File: src/rtl/baide_pkg.sv
`timescale 1ns / 1ps

package baide_pkg;

  localparam int WORD_W = 32;
  localparam int POS_W  = 6;

  typedef enum logic [2:0] {
    CMD_PUSH   = 3'd0,
    CMD_INSERT = 3'd1,
    CMD_POP    = 3'd2,
    CMD_DELETE = 3'd3,
    CMD_REMOVE = 3'd4,
    CMD_FIND   = 3'd5,
    CMD_READ   = 3'd6
  } cmd_t;

  localparam logic [1:0] STAT_OK    = 2'd0;
  localparam logic [1:0] STAT_FULL  = 2'd1;
  localparam logic [1:0] STAT_EMPTY = 2'd2;
  localparam logic [1:0] STAT_RANGE = 2'd3;

  typedef enum logic [1:0] {
    SC_INS  = 2'd0,
    SC_DEL  = 2'd1,
    SC_REM  = 2'd2,
    SC_FIND = 2'd3
  } scan_mode_t;

  typedef struct packed {
    logic       go;
    scan_mode_t mode;
  } scan_req_t;

  typedef struct packed {
    logic done;
    logic hit;
  } scan_sts_t;

  typedef enum logic [4:0] {
    ST_IDLE = 5'b00001,
    ST_EXEC = 5'b00010,
    ST_SCAN = 5'b00100,
    ST_READ = 5'b01000,
    ST_POST = 5'b10000
  } state_t;

endpackage

File: src/rtl/bounded_array_insert_delete_engine.sv
`timescale 1ns / 1ps

// Channel  Handshake           Transfer at rising edge     Payload
// in_      start / busy        start && !busy              in_command, in_position_in, in_item
// out_     out_valid strobe    every cycle out_valid high  out_data_out .. out_status
//
// Push, unused codes and rejected commands finish in ST_EXEC; pop and read add ST_READ.
// Insert, delete, remove and find walk the array through one RAM read port and
// one write port, one entry per cycle.
// Reset clears the fill count and the sequencer; the entry RAM is not cleared.
// The receiver cannot stall: each result is shown for one cycle only.

module bounded_array_insert_delete_engine
  import baide_pkg::*;
#(
  parameter int DEPTH = 64
) (
  input  logic                       clk,
  input  logic                       rst_n,
  input  logic                       start,
  output logic                       busy,
  input  logic [2:0]                 in_command,
  input  logic [POS_W-1:0]           in_position_in,
  input  logic signed [WORD_W-1:0]   in_item,
  output logic                       out_valid,
  output logic signed [WORD_W-1:0]   out_data_out,
  output logic [POS_W-1:0]           out_position_out,
  output logic                       out_found,
  output logic [$clog2(DEPTH+1)-1:0] out_fill_count,
  output logic                       out_is_empty,
  output logic [1:0]                 out_status
);

  localparam int AW = $clog2(DEPTH);
  localparam int CW = $clog2(DEPTH + 1);
  localparam int XW = (CW > POS_W) ? CW : POS_W;

  state_t            state_r, state_nxt;
  cmd_t              cmd_r;
  logic [POS_W-1:0]  pos_r;
  logic [WORD_W-1:0] item_r;
  logic [CW-1:0]     count_r, count_nxt;

  logic              valid_r;
  logic [WORD_W-1:0] data_r;
  logic [POS_W-1:0]  where_r;
  logic              found_r;
  logic [CW-1:0]     fill_r;
  logic              empty_r;
  logic [1:0]        status_r;

  logic              fin;
  logic [WORD_W-1:0] res_data;
  logic [POS_W-1:0]  res_pos;
  logic              res_found;
  logic [1:0]        res_status;

  logic [XW-1:0]     pos_x, cnt_x;
  logic [CW-1:0]     cnt_m1;
  logic              full;

  logic              top_we;
  logic [AW-1:0]     top_waddr, top_raddr;
  scan_req_t         req;
  scan_sts_t         sts;
  logic [CW-1:0]     rd_start, n_reads, wr_start, hit_idx, wr_end;

  logic              ram_we, scan_we;
  logic [AW-1:0]     ram_waddr, ram_raddr, scan_waddr, scan_raddr;
  logic [WORD_W-1:0] ram_wdata, ram_rdata, scan_wdata;

  assign pos_x  = XW'(pos_r);
  assign cnt_x  = XW'(count_r);
  assign cnt_m1 = count_r - 1'b1;
  assign full   = (count_r == CW'(DEPTH));
  assign busy   = (state_r != ST_IDLE);

  always_comb begin
    state_nxt  = state_r;
    count_nxt  = count_r;
    fin        = 1'b0;
    res_data   = '0;
    res_pos    = '0;
    res_found  = 1'b0;
    res_status = STAT_OK;
    top_we     = 1'b0;
    top_waddr  = count_r[AW-1:0];
    top_raddr  = '0;
    req.go     = 1'b0;
    req.mode   = SC_FIND;
    rd_start   = '0;
    n_reads    = '0;
    wr_start   = '0;
    case (state_r)
      ST_IDLE: begin
        if (start) begin
          state_nxt = ST_EXEC;
        end
      end
      ST_EXEC: begin
        state_nxt = ST_IDLE;
        fin       = 1'b1;
        case (cmd_r)
          CMD_PUSH: begin
            if (full) begin
              res_status = STAT_FULL;
            end else begin
              top_we    = 1'b1;
              count_nxt = count_r + 1'b1;
            end
          end
          CMD_INSERT: begin
            if (full) begin
              res_status = STAT_FULL;
            end else if (pos_x > cnt_x) begin
              res_status = STAT_RANGE;
            end else begin
              fin       = 1'b0;
              state_nxt = ST_SCAN;
              req.go    = 1'b1;
              req.mode  = SC_INS;
              rd_start  = cnt_m1;
              n_reads   = CW'(cnt_x - pos_x);
            end
          end
          CMD_POP: begin
            if (count_r == '0) begin
              res_status = STAT_EMPTY;
            end else begin
              fin       = 1'b0;
              state_nxt = ST_READ;
              top_raddr = cnt_m1[AW-1:0];
              count_nxt = cnt_m1;
            end
          end
          CMD_DELETE: begin
            if (count_r == '0) begin
              res_status = STAT_EMPTY;
            end else if (pos_x >= cnt_x) begin
              res_status = STAT_RANGE;
            end else begin
              fin       = 1'b0;
              state_nxt = ST_SCAN;
              req.go    = 1'b1;
              req.mode  = SC_DEL;
              rd_start  = CW'(pos_x + 1'b1);
              n_reads   = CW'(cnt_x - pos_x - 1'b1);
              wr_start  = CW'(pos_x);
            end
          end
          CMD_REMOVE, CMD_FIND: begin
            fin       = 1'b0;
            state_nxt = ST_SCAN;
            req.go    = 1'b1;
            req.mode  = (cmd_r == CMD_REMOVE) ? SC_REM : SC_FIND;
            n_reads   = count_r;
          end
          CMD_READ: begin
            if (pos_x >= cnt_x) begin
              res_status = STAT_RANGE;
            end else begin
              fin       = 1'b0;
              state_nxt = ST_READ;
              top_raddr = pos_x[AW-1:0];
            end
          end
          default: begin
          end
        endcase
      end
      ST_SCAN: begin
        if (sts.done) begin
          state_nxt = ST_POST;
        end
      end
      ST_READ: begin
        state_nxt = ST_IDLE;
        fin       = 1'b1;
        res_data  = ram_rdata;
      end
      ST_POST: begin
        state_nxt = ST_IDLE;
        fin       = 1'b1;
        case (cmd_r)
          CMD_INSERT: begin
            top_we    = 1'b1;
            top_waddr = pos_x[AW-1:0];
            count_nxt = count_r + 1'b1;
          end
          CMD_DELETE: begin
            count_nxt = cnt_m1;
          end
          CMD_REMOVE: begin
            count_nxt = wr_end;
          end
          CMD_FIND: begin
            res_found = sts.hit;
            if (sts.hit) begin
              res_pos = POS_W'(hit_idx);
            end
          end
          default: begin
          end
        endcase
      end
      default: begin
        state_nxt = ST_IDLE;
      end
    endcase
  end

  baide_scan #(
    .DEPTH(DEPTH)
  ) u_scan (
    .clk      (clk),
    .rst_n    (rst_n),
    .req      (req),
    .rd_start (rd_start),
    .n_reads  (n_reads),
    .wr_start (wr_start),
    .key      (item_r),
    .mem_rdata(ram_rdata),
    .mem_raddr(scan_raddr),
    .mem_we   (scan_we),
    .mem_waddr(scan_waddr),
    .mem_wdata(scan_wdata),
    .sts      (sts),
    .hit_idx  (hit_idx),
    .wr_end   (wr_end)
  );

  assign ram_we    = top_we | scan_we;
  assign ram_waddr = top_we ? top_waddr : scan_waddr;
  assign ram_wdata = top_we ? item_r : scan_wdata;
  assign ram_raddr = (state_r == ST_SCAN) ? scan_raddr : top_raddr;

  baide_ram #(
    .WIDTH(WORD_W),
    .DEPTH(DEPTH)
  ) u_ram (
    .clk  (clk),
    .we   (ram_we),
    .waddr(ram_waddr),
    .wdata(ram_wdata),
    .raddr(ram_raddr),
    .rdata(ram_rdata)
  );

  always_ff @(posedge clk) begin
    if (!rst_n) begin
      state_r <= ST_IDLE;
      count_r <= '0;
      valid_r <= 1'b0;
    end else begin
      state_r <= state_nxt;
      count_r <= count_nxt;
      valid_r <= fin;
    end
  end

  always_ff @(posedge clk) begin
    if (start && !busy) begin
      cmd_r  <= cmd_t'(in_command);
      pos_r  <= in_position_in;
      item_r <= in_item;
    end
    if (fin) begin
      data_r   <= res_data;
      where_r  <= res_pos;
      found_r  <= res_found;
      fill_r   <= count_nxt;
      empty_r  <= (count_nxt == '0);
      status_r <= res_status;
    end
  end

  assign out_valid        = valid_r;
  assign out_data_out     = data_r;
  assign out_position_out = where_r;
  assign out_found        = found_r;
  assign out_fill_count   = fill_r;
  assign out_is_empty     = empty_r;
  assign out_status       = status_r;

endmodule

File: src/rtl/baide_ram.sv
`timescale 1ns / 1ps

module baide_ram #(
  parameter int WIDTH = 32,
  parameter int DEPTH = 64
) (
  input  logic                     clk,
  input  logic                     we,
  input  logic [$clog2(DEPTH)-1:0] waddr,
  input  logic [WIDTH-1:0]         wdata,
  input  logic [$clog2(DEPTH)-1:0] raddr,
  output logic [WIDTH-1:0]         rdata
);

  logic [WIDTH-1:0] mem [DEPTH];

  always_ff @(posedge clk) begin
    if (we) begin
      mem[waddr] <= wdata;
    end
    rdata <= mem[raddr];
  end

endmodule

File: src/rtl/baide_scan.sv
`timescale 1ns / 1ps

module baide_scan
  import baide_pkg::*;
#(
  parameter int DEPTH = 64
) (
  input  logic                       clk,
  input  logic                       rst_n,
  input  scan_req_t                  req,
  input  logic [$clog2(DEPTH+1)-1:0] rd_start,
  input  logic [$clog2(DEPTH+1)-1:0] n_reads,
  input  logic [$clog2(DEPTH+1)-1:0] wr_start,
  input  logic [WORD_W-1:0]          key,
  input  logic [WORD_W-1:0]          mem_rdata,
  output logic [$clog2(DEPTH)-1:0]   mem_raddr,
  output logic                       mem_we,
  output logic [$clog2(DEPTH)-1:0]   mem_waddr,
  output logic [WORD_W-1:0]          mem_wdata,
  output scan_sts_t                  sts,
  output logic [$clog2(DEPTH+1)-1:0] hit_idx,
  output logic [$clog2(DEPTH+1)-1:0] wr_end
);

  localparam int AW = $clog2(DEPTH);
  localparam int CW = $clog2(DEPTH + 1);

  logic              run_r, run_nxt;
  logic              pend_r, pend_nxt;
  logic              hit_r, hit_nxt;
  scan_mode_t        mode_r, mode_nxt;
  logic [CW-1:0]     rd_addr_r, rd_addr_nxt;
  logic [CW-1:0]     left_r, left_nxt;
  logic [CW-1:0]     pend_addr_r, pend_addr_nxt;
  logic [CW-1:0]     wr_r, wr_nxt;
  logic [CW-1:0]     hit_idx_r, hit_idx_nxt;
  logic [WORD_W-1:0] key_r, key_nxt;
  logic              issue, eq, stop;
  logic [CW-1:0]     ins_addr;

  assign issue     = run_r && (left_r != '0);
  assign eq        = (mem_rdata == key_r);
  assign ins_addr  = pend_addr_r + 1'b1;
  assign mem_raddr = rd_addr_r[AW-1:0];
  assign mem_wdata = mem_rdata;
  assign hit_idx   = hit_idx_r;
  assign wr_end    = wr_r;

  always_comb begin
    run_nxt       = run_r;
    pend_nxt      = 1'b0;
    hit_nxt       = hit_r;
    mode_nxt      = mode_r;
    rd_addr_nxt   = rd_addr_r;
    left_nxt      = left_r;
    pend_addr_nxt = rd_addr_r;
    wr_nxt        = wr_r;
    hit_idx_nxt   = hit_idx_r;
    key_nxt       = key_r;
    mem_we        = 1'b0;
    mem_waddr     = wr_r[AW-1:0];
    stop          = 1'b0;
    sts.done      = 1'b0;
    sts.hit       = hit_r;
    if (req.go) begin
      run_nxt     = 1'b1;
      hit_nxt     = 1'b0;
      mode_nxt    = req.mode;
      rd_addr_nxt = rd_start;
      left_nxt    = n_reads;
      wr_nxt      = wr_start;
      key_nxt     = key;
    end else if (run_r) begin
      if (pend_r) begin
        case (mode_r)
          SC_INS: begin
            mem_we    = 1'b1;
            mem_waddr = ins_addr[AW-1:0];
          end
          SC_DEL: begin
            mem_we = 1'b1;
            wr_nxt = wr_r + 1'b1;
          end
          SC_REM: begin
            if (!eq) begin
              mem_we = 1'b1;
              wr_nxt = wr_r + 1'b1;
            end
          end
          SC_FIND: begin
            if (eq) begin
              stop        = 1'b1;
              hit_nxt     = 1'b1;
              hit_idx_nxt = pend_addr_r;
            end
          end
          default: begin
          end
        endcase
      end
      if (stop || (left_r == '0 && !pend_r)) begin
        run_nxt  = 1'b0;
        sts.done = 1'b1;
      end else if (issue) begin
        pend_nxt    = 1'b1;
        left_nxt    = left_r - 1'b1;
        rd_addr_nxt = (mode_r == SC_INS) ? rd_addr_r - 1'b1 : rd_addr_r + 1'b1;
      end
    end
  end

  always_ff @(posedge clk) begin
    if (!rst_n) begin
      run_r  <= 1'b0;
      pend_r <= 1'b0;
      hit_r  <= 1'b0;
      mode_r <= SC_FIND;
    end else begin
      run_r  <= run_nxt;
      pend_r <= pend_nxt;
      hit_r  <= hit_nxt;
      mode_r <= mode_nxt;
    end
  end

  always_ff @(posedge clk) begin
    rd_addr_r   <= rd_addr_nxt;
    left_r      <= left_nxt;
    pend_addr_r <= pend_addr_nxt;
    wr_r        <= wr_nxt;
    hit_idx_r   <= hit_idx_nxt;
    key_r       <= key_nxt;
  end

endmodule
File: config.mk
export PLATFORM = sky130hd
export DESIGN_NAME = bounded_array_insert_delete_engine
export DESIGN_NICKNAME = d
export VERILOG_FILES = /design/src/rtl/baide_pkg.sv /design/src/rtl/bounded_array_insert_delete_engine.sv /design/src/rtl/baide_ram.sv /design/src/rtl/baide_scan.sv
export SDC_FILE = /design/constraint.sdc
export NUM_CORES = 2
export LEC_CHECK = 0
export BUFFER_PORTS_ARGS = -buffer_cell sky130_fd_sc_hd__buf_2
export CAP_MARGIN = 30
export CORE_MARGIN = 5
export CORE_UTILIZATION = 30
export CTS_CLUSTER_DIAMETER = 50
export DETAILED_ROUTE_END_ITERATION = 8
export GPL_TIMING_DRIVEN = 1
export SETUP_SLACK_MARGIN = 0.1
export SLEW_MARGIN = 20
export SYNTH_ARGS = -nofsm -noshare
export SYNTH_HDL_FRONTEND = slang
export SYNTH_HIERARCHICAL = 1
export SYNTH_SLANG_ARGS = --single-unit
File: constraint.sdc
create_clock -name clk -period 10.7 [get_ports clk]
set_input_delay 2.675 -clock clk [delete_from_list [all_inputs] [get_ports clk]]
set_output_delay 2.675 -clock clk [all_outputs]
set_load 0.01 [all_outputs]
==> summary.md <==
* post-synthesis instance area: 88500 um^2
* Synth Net Count: 4434
* initial cell density of the core: 0.301
* PnR Total Power: 17.5 mW
* antenna violations before repair: 23
* Die W: 553 um
* final max-slew violation count: 0
* global route total overflow: 0
* number of violations reported at the end of detailed-routing iteration 0: 6145
* Layout Area Growth over Synthesis: 15.7%
* placer's final routability congestion estimate: 0.872
* Gate Count Post-Synth: 4368
* postcts setup bufs: 0
* launch instance of the worst min-delay path: u_scan/pend_addr_nxt[3]$_DFFE_PP_
* ratio of final minimum period to clock period: 0.679
* per-cell routed wire length: 28.5 um
* Max Root-Sink Buffers: 3
* Final min period: 7260 ps
* worst-case hold path end point: u_scan/pend_addr_r[3]$_DFF_P_
* CTS-repair resized insts: 0
* clock skew: 42.9 ps
* peak supply drop: 145 uV
* net count reported at finish: 4628
* Static Leakage: 30.6 nW
* count of clock tree sinks: 2252
* number of warnings issued by yosys: 6
* final setup violation count: 0
* DR DRC count: 0
* number of cells on the worst reg-to-reg path: 19
* minimum setup slack among reg-to-reg paths: 3440 ps
* TritonCTS clock tree: yes
* category of cells accounting for the largest share of critical-path delay: simple AND/OR/NAND/NOR gates
* arrival time worst endpoint: 7780 ps
* Reg-to-Reg End: u_ram/mem[20][28]$_DFFE_PP_
* final-layout setup total negative slack: 0 ps
* number of buffers created by CTS: 226
* number of global-route vias before repair: 44.0k
* Via Count: 45.7k
* Setup crit start: cnt_x[0]$_SDFF_PN0_
* WL met3: 25200 um
* Initial DRT Pass Iterations: 7
* port bufs: 94
* RSZ-0062 raised after global routing: no
* Worst Hold Depth: 0
* maximum level of the CTS H-tree: 4
* met2 WL post-DR: 114000 um
* pwr/cell area: 171 nW/um^2
* routed metal-1 wirelength: 101000 um
* final hold slack: 485 ps
* setup slack of the critical path after layout: 3440 ps
* maximum number of pins on one net before global-route repair: 121
* CTS root buf: sky130_fd_sc_hd__clkbuf_16
* CP required: 11220 ps
* max-cap violation count: 0
* HPWL after detailed placement: 155000 um
* endpoint class of the critical path: flop
* critical path's slowest cell: sky130_fd_sc_hd__buf_4
* classification of the worst setup path: reg2reg
* global-route wire length before repair: 345000 um
* Final Hold Violating Endpoints: 0
* synthesized area per cell: 20.3 um^2
* Total Routing Usage GR: 0.156
* CTS hold repair buffers: 0
* Detail Route Antenna Nets: 0
* overall die height: 553 um
* placeable core region: 294000 um^2
* maximum net fanout on the critical path: 81
* clock network latency to the later pin of the worst-skew pair: 850 ps
* min-delay worst type: reg2reg
* max incr delay on CP: 700 ps
* wirelength, routed: 248000 um
* cells along the critical path: inv_1 > ha_1 > nor3b_4 > and2_1 > inv_1 > nand3_1 > or2_1 > a31oi_4 > buf_4 > nor2b_1 > nand3_1 > mux2_2 > nand2_1 > o21ai_0 > clkbuf_2 > or3b_2 > or2_2 > nor2_4 > buf_4
* Worst setup SP type: flop
* post-CTS clock slew at the launch and capture registers of the worst setup and hold paths: 60 ps
* Post-Place Setup Slack: 3560 ps
* number of core rows: 199
* status: finished, final reports clean
* worst slew pin tran: 1210 ps
* highest metal used: met5
* layout cell share with drive strength beyond 1: 0.244
* area enclosed by the die boundary: 306000 um^2
* number of top-level pins: 95
* upper clock frequency limit: 138 MHz
* Slew headroom: 0.185
* Buf/Inv on CP: 5
* Vias/cell: 5.27
* FF-to-FF Start: cnt_x[0]$_SDFF_PN0_
-- through the flow --
stage | instance area (um^2) | utilization | instances
finish | 102000 | 0.349 | 8677
global route | 102000 | 0.348 | 8661
CTS | 102000 | 0.347 | 8643
detailed placement | 94900 | 0.323 | 8236
global placement | 93500 | 0.318 | 8177
floorplan | 88500 | - | 4368
-- state kept, by name (all words and copies together), names as in the netlist, 5 cells and up --
name                  cells
u_scan/pend_addr_r        6
u_scan/hit_idx            6
item_r                   32
u_scan/wr_end             7
out_data_out             32
u_scan/pend_addr_nxt      6
cnt_x                     7
pos_r                     6
out_fill_count            7
out_position_out          6
u_scan/left_r             7
u_ram/rdata              32
u_ram/mem              2048
u_scan/key_r             32
state_r                   5
-- per-layer routing --
layer,vias up,GRT usage
met5,-,0
met4,2,0.0441
met3,352,0.0333
met2,2390,0.242
met1,24444,0.223
li1,18522,-
-- worst reg2reg max path, stage by stage, from the launching register on --
cell and delay (ps):
sky130_fd_sc_hd__dfxtp_1 610, sky130_fd_sc_hd__inv_1 200, sky130_fd_sc_hd__ha_1 330, sky130_fd_sc_hd__nor3b_4 230, sky130_fd_sc_hd__and2_1 240, sky130_fd_sc_hd__inv_1 130
sky130_fd_sc_hd__nand3_1 130, sky130_fd_sc_hd__or2_1 410, sky130_fd_sc_hd__a31oi_4 220, sky130_fd_sc_hd__buf_4 700, sky130_fd_sc_hd__nor2b_1 300, sky130_fd_sc_hd__nand3_1 410
sky130_fd_sc_hd__mux2_2 390, sky130_fd_sc_hd__nand2_1 70, sky130_fd_sc_hd__o21ai_0 210, sky130_fd_sc_hd__clkbuf_2 240, sky130_fd_sc_hd__or3b_2 580, sky130_fd_sc_hd__or2_2 550
sky130_fd_sc_hd__nor2_4 590, sky130_fd_sc_hd__buf_4 390
-- worst max path at each step --
stage	end	slack (ps)	cells after the start
after floorplan	u_ram/mem[28][0]$_DFFE_PP_	2940	22
final	u_ram/mem[20][28]$_DFFE_PP_	3440	19
after global routing	u_ram/mem[20][5]$_DFFE_PP_	3110	19
after CTS	u_ram/mem[20][8]$_DFFE_PP_	3530	18
after detailed placement	u_ram/mem[20][11]$_DFFE_PP_	3560	18
after global placement	u_ram/mem[63][2]$_DFFE_PP_	3490	14
-- report_power, final --
group          leakage (nW)  total, mW  switching (mW)  internal [mW]
logic                  6.92      0.186           0.122         0.0632
clock network          3.52       7.69            3.30           4.39
registers              20.2       9.64          0.0452           9.60
-- cell type report --
type / instances / area [um^2]
Fill cell: 27160 / 191000
Tap cell: 3919 / 4900
Inverter: 33 / 126
Sequential cell: 2252 / 67100
Clock buffer: 282 / 5970
Clock inverter: 125 / 1220
Multi-Input combinational cell: 1798 / 20300
Antenna cell: 17 / 42.5
Timing Repair Buffer: 251 / 2810
-- cells in the final DEF, fill, tap and decap left out, types with 16 or more instances in the layout --
master                      count
sky130_fd_sc_hd__nor3_1        29
sky130_fd_sc_hd__a31oi_1       23
sky130_fd_sc_hd__inv_1         32
sky130_fd_sc_hd__xnor2_1       25
sky130_fd_sc_hd__and3_1        49
sky130_fd_sc_hd__diode_2       17
sky130_fd_sc_hd__nor2_4        67
sky130_fd_sc_hd__buf_2         97
sky130_fd_sc_hd__clkbuf_1      50
sky130_fd_sc_hd__nand2b_1      16
sky130_fd_sc_hd__o22ai_1       44
sky130_fd_sc_hd__nand2_1       91
sky130_fd_sc_hd__clkbuf_16    230
sky130_fd_sc_hd__xor2_1        44
sky130_fd_sc_hd__o21ai_0       69
sky130_fd_sc_hd__nor2_1        67
sky130_fd_sc_hd__bufinv_16     18
sky130_fd_sc_hd__edfxtp_1    2196
sky130_fd_sc_hd__buf_4         76
sky130_fd_sc_hd__a22oi_1      131
sky130_fd_sc_hd__and2_1        18
sky130_fd_sc_hd__nand3_1       72
sky130_fd_sc_hd__dfxtp_1       56
sky130_fd_sc_hd__mux2_2        16
sky130_fd_sc_hd__a21oi_1       58
sky130_fd_sc_hd__nor2b_1       21
sky130_fd_sc_hd__buf_16        37
sky130_fd_sc_hd__buf_12        32
sky130_fd_sc_hd__o211ai_1      18
sky130_fd_sc_hd__mux4_2       446
sky130_fd_sc_hd__o221ai_1      18
sky130_fd_sc_hd__clkinv_1      44
sky130_fd_sc_hd__clkinv_2      34
sky130_fd_sc_hd__mux2_4        20
sky130_fd_sc_hd__mux2i_1      198
sky130_fd_sc_hd__a211oi_1      24
sky130_fd_sc_hd__ha_1          20
(Power assumes the default switching activity.)
